## config.mk

```make
export PLATFORM = sky130hd
export DESIGN_NAME = rpu_ctrl
export DESIGN_NICKNAME = d
export VERILOG_FILES = /design/src/hdl/rpu_pkg.sv /design/src/hdl/rpu_ctrl.sv
export SDC_FILE = /design/constraint.sdc
export NUM_CORES = 1
export LEC_CHECK = 0
export ABC_AREA = 1
export BUFFER_PORTS_ARGS = -buffer_cell sky130_fd_sc_hd__clkbuf_2
export CAP_MARGIN = 15
export CORE_AREA = 2 2 39 41
export CTS_BUF_LIST = sky130_fd_sc_hd__clkbuf_8
export CTS_CLUSTER_SIZE = 8
export DETAILED_ROUTE_END_ITERATION = 12
export DIE_AREA = 0 0 41 43
export PLACE_DENSITY = 0.64
export SETUP_SLACK_MARGIN = 0.15
export SYNTH_ARGS = -nofsm -noshare
export SYNTH_HDL_FRONTEND = slang
export SYNTH_SLANG_ARGS = --single-unit
```

## constraint.sdc

```tcl
create_clock -name clk -period 1.1 [get_ports clk]
set_input_delay 0.11 -clock clk [delete_from_list [all_inputs] [get_ports clk]]
set_output_delay 0.11 -clock clk [all_outputs]
set_load 0.02 [all_outputs]
```

## src/hdl/rpu_pkg.sv

```systemverilog
// ----------------------------------------------------------------------------
// rpu_pkg
// Shared types and constants of the readout packet unpacker: record kinds,
// channel word type codes, controller states and the controller/datapath
// command and status groups.
// ----------------------------------------------------------------------------
package rpu_pkg;

  // Fixed packet layout
  localparam int HDR_WORDS   = 5;   // flag, module, event, beam clock, detector id
  localparam int SEARCH_SPAN = 19;  // userword search looks at the last words only
  localparam int USER_BIT    = 28;  // marks the first userword
  localparam int CH_WIDTH    = 7;   // channel field in a channel word
  localparam int CH_LSB      = 20;
  localparam int TY_LSB      = 16;

  // Channel word type codes
  localparam logic [3:0] TYPE_CHARGE = 4'ha;
  localparam logic [3:0] TYPE_TIME1  = 4'hc;
  localparam logic [3:0] TYPE_TIME2  = 4'hb;

  // Output record kinds
  typedef enum logic [1:0] {
    KIND_HDR_A = 2'd0,
    KIND_HDR_B = 2'd1,
    KIND_CHAN  = 2'd2,
    KIND_BOARD = 2'd3
  } rec_kind_t;

  // Controller states
  typedef enum logic [3:0] {
    S_RECV,
    S_SRCH_INIT,
    S_SRCH_ADDR,
    S_SRCH_TEST,
    S_HDR_A,
    S_HDR_B,
    S_CH_RD,
    S_CH_OUT,
    S_BD_RD,
    S_BD_OUT
  } ctrl_state_t;

  // Controller to datapath
  typedef struct packed {
    logic      capture;     // take the incoming word
    logic      srch_init;   // load search index with window start
    logic      srch_read;   // read buffer at search index
    logic      srch_adv;    // step search index
    logic      chan_read;   // read channel tables at record index
    logic      board_read;  // read buffer at search index + record index
    logic      idx_clr;
    logic      idx_inc;
    logic      load;        // load output register
    logic      last;        // final record of the run
    logic      finish;      // clear per-packet state
    rec_kind_t kind;
  } cmd_t;

  // Datapath to controller
  typedef struct packed {
    logic srch_more;   // search index still inside the window
    logic hit;         // word just read is a userword
    logic out_free;    // output register can take a record
    logic chan_last;   // record index on the last channel
    logic board_last;  // record index on the last board slot
  } sts_t;

endpackage

```

## src/hdl/rpu_ctrl.sv

```systemverilog
// ----------------------------------------------------------------------------
// rpu_ctrl
// Controller: takes packet words, runs the userword search, then steps
// through the header, channel and board records of the run.
// ----------------------------------------------------------------------------
module rpu_ctrl import rpu_pkg::*; (
  input  logic clk,
  input  logic rst,
  input  logic word_valid,
  input  logic end_of_packet,
  output logic word_ready,
  input  sts_t sts,
  output cmd_t cmd
);

  ctrl_state_t state, state_next;

  // State register
  always_ff @(posedge clk) begin
    if (rst) begin
      state <= S_RECV;
    end else begin
      state <= state_next;
    end
  end

  // Next state
  always_comb begin
    state_next = state;
    unique case (state)
      S_RECV:      if (word_valid && end_of_packet) state_next = S_SRCH_INIT;
      S_SRCH_INIT: state_next = S_SRCH_ADDR;
      S_SRCH_ADDR: state_next = sts.srch_more ? S_SRCH_TEST : S_HDR_A;
      S_SRCH_TEST: state_next = sts.hit ? S_HDR_A : S_SRCH_ADDR;
      S_HDR_A:     if (sts.out_free) state_next = S_HDR_B;
      S_HDR_B:     if (sts.out_free) state_next = S_CH_RD;
      S_CH_RD:     state_next = S_CH_OUT;
      S_CH_OUT: begin
        if (sts.out_free) state_next = sts.chan_last ? S_BD_RD : S_CH_RD;
      end
      S_BD_RD:     state_next = S_BD_OUT;
      S_BD_OUT: begin
        if (sts.out_free) state_next = sts.board_last ? S_RECV : S_BD_RD;
      end
      default:     state_next = S_RECV;
    endcase
  end

  // Commands
  always_comb begin
    cmd        = '0;
    cmd.kind   = KIND_HDR_A;
    word_ready = 1'b0;
    unique case (state)
      S_RECV: begin
        word_ready  = 1'b1;
        cmd.capture = word_valid;
      end
      S_SRCH_INIT: cmd.srch_init = 1'b1;
      S_SRCH_ADDR: cmd.srch_read = sts.srch_more;
      S_SRCH_TEST: cmd.srch_adv  = !sts.hit;
      S_HDR_A: begin
        cmd.kind = KIND_HDR_A;
        cmd.load = sts.out_free;
      end
      S_HDR_B: begin
        cmd.kind    = KIND_HDR_B;
        cmd.load    = sts.out_free;
        cmd.idx_clr = 1'b1;
      end
      S_CH_RD: cmd.chan_read = 1'b1;
      S_CH_OUT: begin
        cmd.kind    = KIND_CHAN;
        cmd.load    = sts.out_free;
        cmd.idx_clr = sts.out_free && sts.chan_last;
        cmd.idx_inc = sts.out_free && !sts.chan_last;
      end
      S_BD_RD: cmd.board_read = 1'b1;
      S_BD_OUT: begin
        cmd.kind    = KIND_BOARD;
        cmd.load    = sts.out_free;
        cmd.last    = sts.board_last;
        cmd.finish  = sts.out_free && sts.board_last;
        cmd.idx_inc = sts.out_free && !sts.board_last;
      end
      default: ;
    endcase
  end

  // Checks
  c_load_free: assert property (@(posedge clk) disable iff (rst)
    cmd.load |-> sts.out_free)
    else $error("record loaded over an untaken record");

  c_finish_last: assert property (@(posedge clk) disable iff (rst)
    cmd.finish |-> (cmd.load && cmd.last && cmd.kind == KIND_BOARD))
    else $error("packet state cleared before the final record");

endmodule

```

==> results_dict.tcl <==
set metrics [dict create \
    grt_pass1_vias 691 \
    die_w_um 41 \
    drc 0 \
    status "complete, but fails checks" \
    synthDistinctLibCells 14 \
    cts_tree "yes" \
    fp.dieH_um 43 \
    syn-cell-area_um2 422 \
    syn_nets 91 \
    tightest_slew_ns 0.348 \
    synth-edff-count 0 \
    worstPathCellList "inv_6, nor2_4, nand2_4, a211oi_4, clkbuf_8" \
    finalHoldViolCount 0 \
    drive_gt1_frac 0.662 \
    synth_top_area_frac 0.258 \
    internal_power_uw 732 \
    cp_slowest_stage_delay_ns 0.38 \
    synthTopCellsByCount "nand2_1, inv_1, nor2_1" \
    initial_core_util 0.305 \
    pin_count 23 \
    slew_headroom 0.767 \
    synthCells 82 \
    place_ws_ns -0.141 \
    h-tree-depth 1 \
    fin_crit_ns 1.41 \
    maxCapViolations 0 \
    ir_drop_uv 978 \
    combPwrFrac 0.560 \
    cp.required_ns 0.99 \
    fillers 90 \
    ant_nets 0 \
    cp_max_fo 8 \
    clkSlewWorstSetupHoldPaths_ns 0.03 \
    synth_async_sr_flop_share 0 \
    p_clk_frac 0.260 \
    switching_power_uw 491 \
    vias 676 \
    seqPwrFrac 0.180 \
    swShare 0.401 \
    antenna_found_initial 0 \
    crit_type "register to primary output" \
    cp.arrival_ns 1.30 \
    dp_hpwl_mm 1.17 \
    leakage_nw 0.548 \
    crit_slowest_cell "dfxtp_4" \
    worstHoldPathType "primary input to register" \
    die-area_um2 1760 \
    syn_to_final_growth_pct 150 \
    post-route-util 0.761 \
    n_antenna_cell 0 \
    setup_viol_count_final 18 \
    synth_top_area_cell "nand2_1" \
    clockRootBuffer "clkbuf_8" \
    wl_per_cell_um 11.5 \
    seq_area_frac_synth 0.190 \
    yosys-top-cells-area "nand2_1, dfxtp_1, inv_1" \
    yosysMostFrequentCell "nand2_1" \
    core-area_um2 1380 \
    synth_ff_type "dfxtp_1" \
    gp_congestion 0.785 \
    ys_ff_latch 4 \
    startpoint_type "register" \
    dp.cells 133 \
    regMostFlops "state" \
    violations "setup timing" \
    wirelength_mm 1.68 \
    grt_pass1_wl_mm 2.80 \
    end_kind "primary output" \
    grt_overflow 0 \
    slew_viol_final 0 \
    post-route-period-util 1.28 \
    power_density_nw_per_um2 1160 \
    final_cells 146 \
    largest_reg_flops 4 \
    drt-initial-drc-count 5 \
    port_buffers 22 \
    cts_made_buffers 3 \
    cts_sinks 4 \
    vias_per_cell 4.63 \
    grt_max_degree 9 \
    rsz0062_at_grt "yes" \
    num_rows 14 \
    drtPass1Iterations 4 \
    finalClockSkew_ns 0.00378 \
    clk_latency_ns 0.22 \
    setup_slack_ns -0.310 \
    ctsLongestPathBuffers 2 \
    grt_usage 0.233 \
    ff2ff_setup_slack_ns -0.22 \
    fmax_mhz 709 \
    avgSynthCellArea_um2 5.14 \
    layout.nets 140 \
    yosysWarnings 0 \
    largestRegisters "state (4)" \
]
[power by group through the flow]
stage / combinational (mW) / sequential, mW / clock (mW)
final: 0.685 / 0.220 / 0.317
after global routing: 0.753 / 0.222 / 0.340
after CTS: 0.636 / 0.209 / 0.321
after detailed placement: 0.476 / 0.206 / 0
after global placement: 0.473 / 0.202 / 0
after floorplan: 0.266 / 0.197 / 0
[cells in the final DEF (no fill, tap or decap), drive strengths merged]
cell type,n
nand2,32
nand3,4
nor2,13
o21ai,3
clkbuf,20
a211oi,1
a21oi,8
dfxtp,4
inv,15
buf,27
nor3,3
[worst max-delay path: cells and delay by family, from the launching register on]
family	cells	cell delay (ns)
buffers and inverters	2	0.23
DFF	1	0.38
and+or+nand+nor	2	0.24
AOI/OAI and AO/OA	1	0.23
[cell type report]
| cell class | instances | area, um^2 | share of cell area |
|---|---|---|---|
| inverters | 14 | 60.1 | 0.0570 |
| flip-flops and latches | 4 | 95.1 | 0.0903 |
| well taps | 16 | 20.0 | 0.0190 |
| clock inverters | 1 | 3.75 | 0.00356 |
| clock buffers | 3 | 41.3 | 0.0392 |
| multi-input cells | 64 | 453 | 0.430 |
| repair buffers | 44 | 380 | 0.361 |
[path summary, 6_finish.rpt]
path,start,to,cells past startpoint
setup / recovery,state[3],cmd[5],5
setup reg to reg,state[1],state[2],10
hold / removal,rst,state[3],2
hold reg to reg,state[2],state[2],2
[per-stage QoR]
| step | setup TNS (ns) | hold WS (ns) | cell area, um^2 | power (mW) |
|---|---|---|---|---|
| after floorplan | -0.0495 | 0.169 | 499 | 0.463 |
| after global placement | -0.704 | 0.317 | 727 | 0.675 |
| after detailed placement | -0.753 | 0.318 | 727 | 0.682 |
| after CTS | -3.83 | 0.0912 | 1020 | 1.17 |
| after global routing | -4.87 | 0.105 | 1050 | 1.31 |
| final | -3.80 | 0.105 | 1050 | 1.22 |
[cells by family after synthesis]
family | share of synthesized area
AND/OR/NAND/NOR | 0.537
AO/OA/AOI/OAI | 0.148
buffers and inverters | 0.125
flip-flops | 0.190
[per-layer routing]
| layer | vias up | track usage | routed length (um) |
|---|---|---|---|
| met5 | - | 0 | 0 |
| met4 | 0 | 0.133 | 18 |
| li1 | 354 | - | - |
| met1 | 307 | 0.274 | 707 |
| met3 | 2 | 0.0366 | 33 |
| met2 | 13 | 0.375 | 920 |
[what timing repair did]
item | in CTS | in global routing
hold buffers | 0 | 0
setup buffers | 9 | 0
endpoints found under the hold margin | 0 | 0
pin swaps | 9 | 3
endpoints found under the setup margin | 18 | 18
gates cloned | 0 | 0
gates resized for setup | 49 | 13
Power figures use the tool's default switching activity.
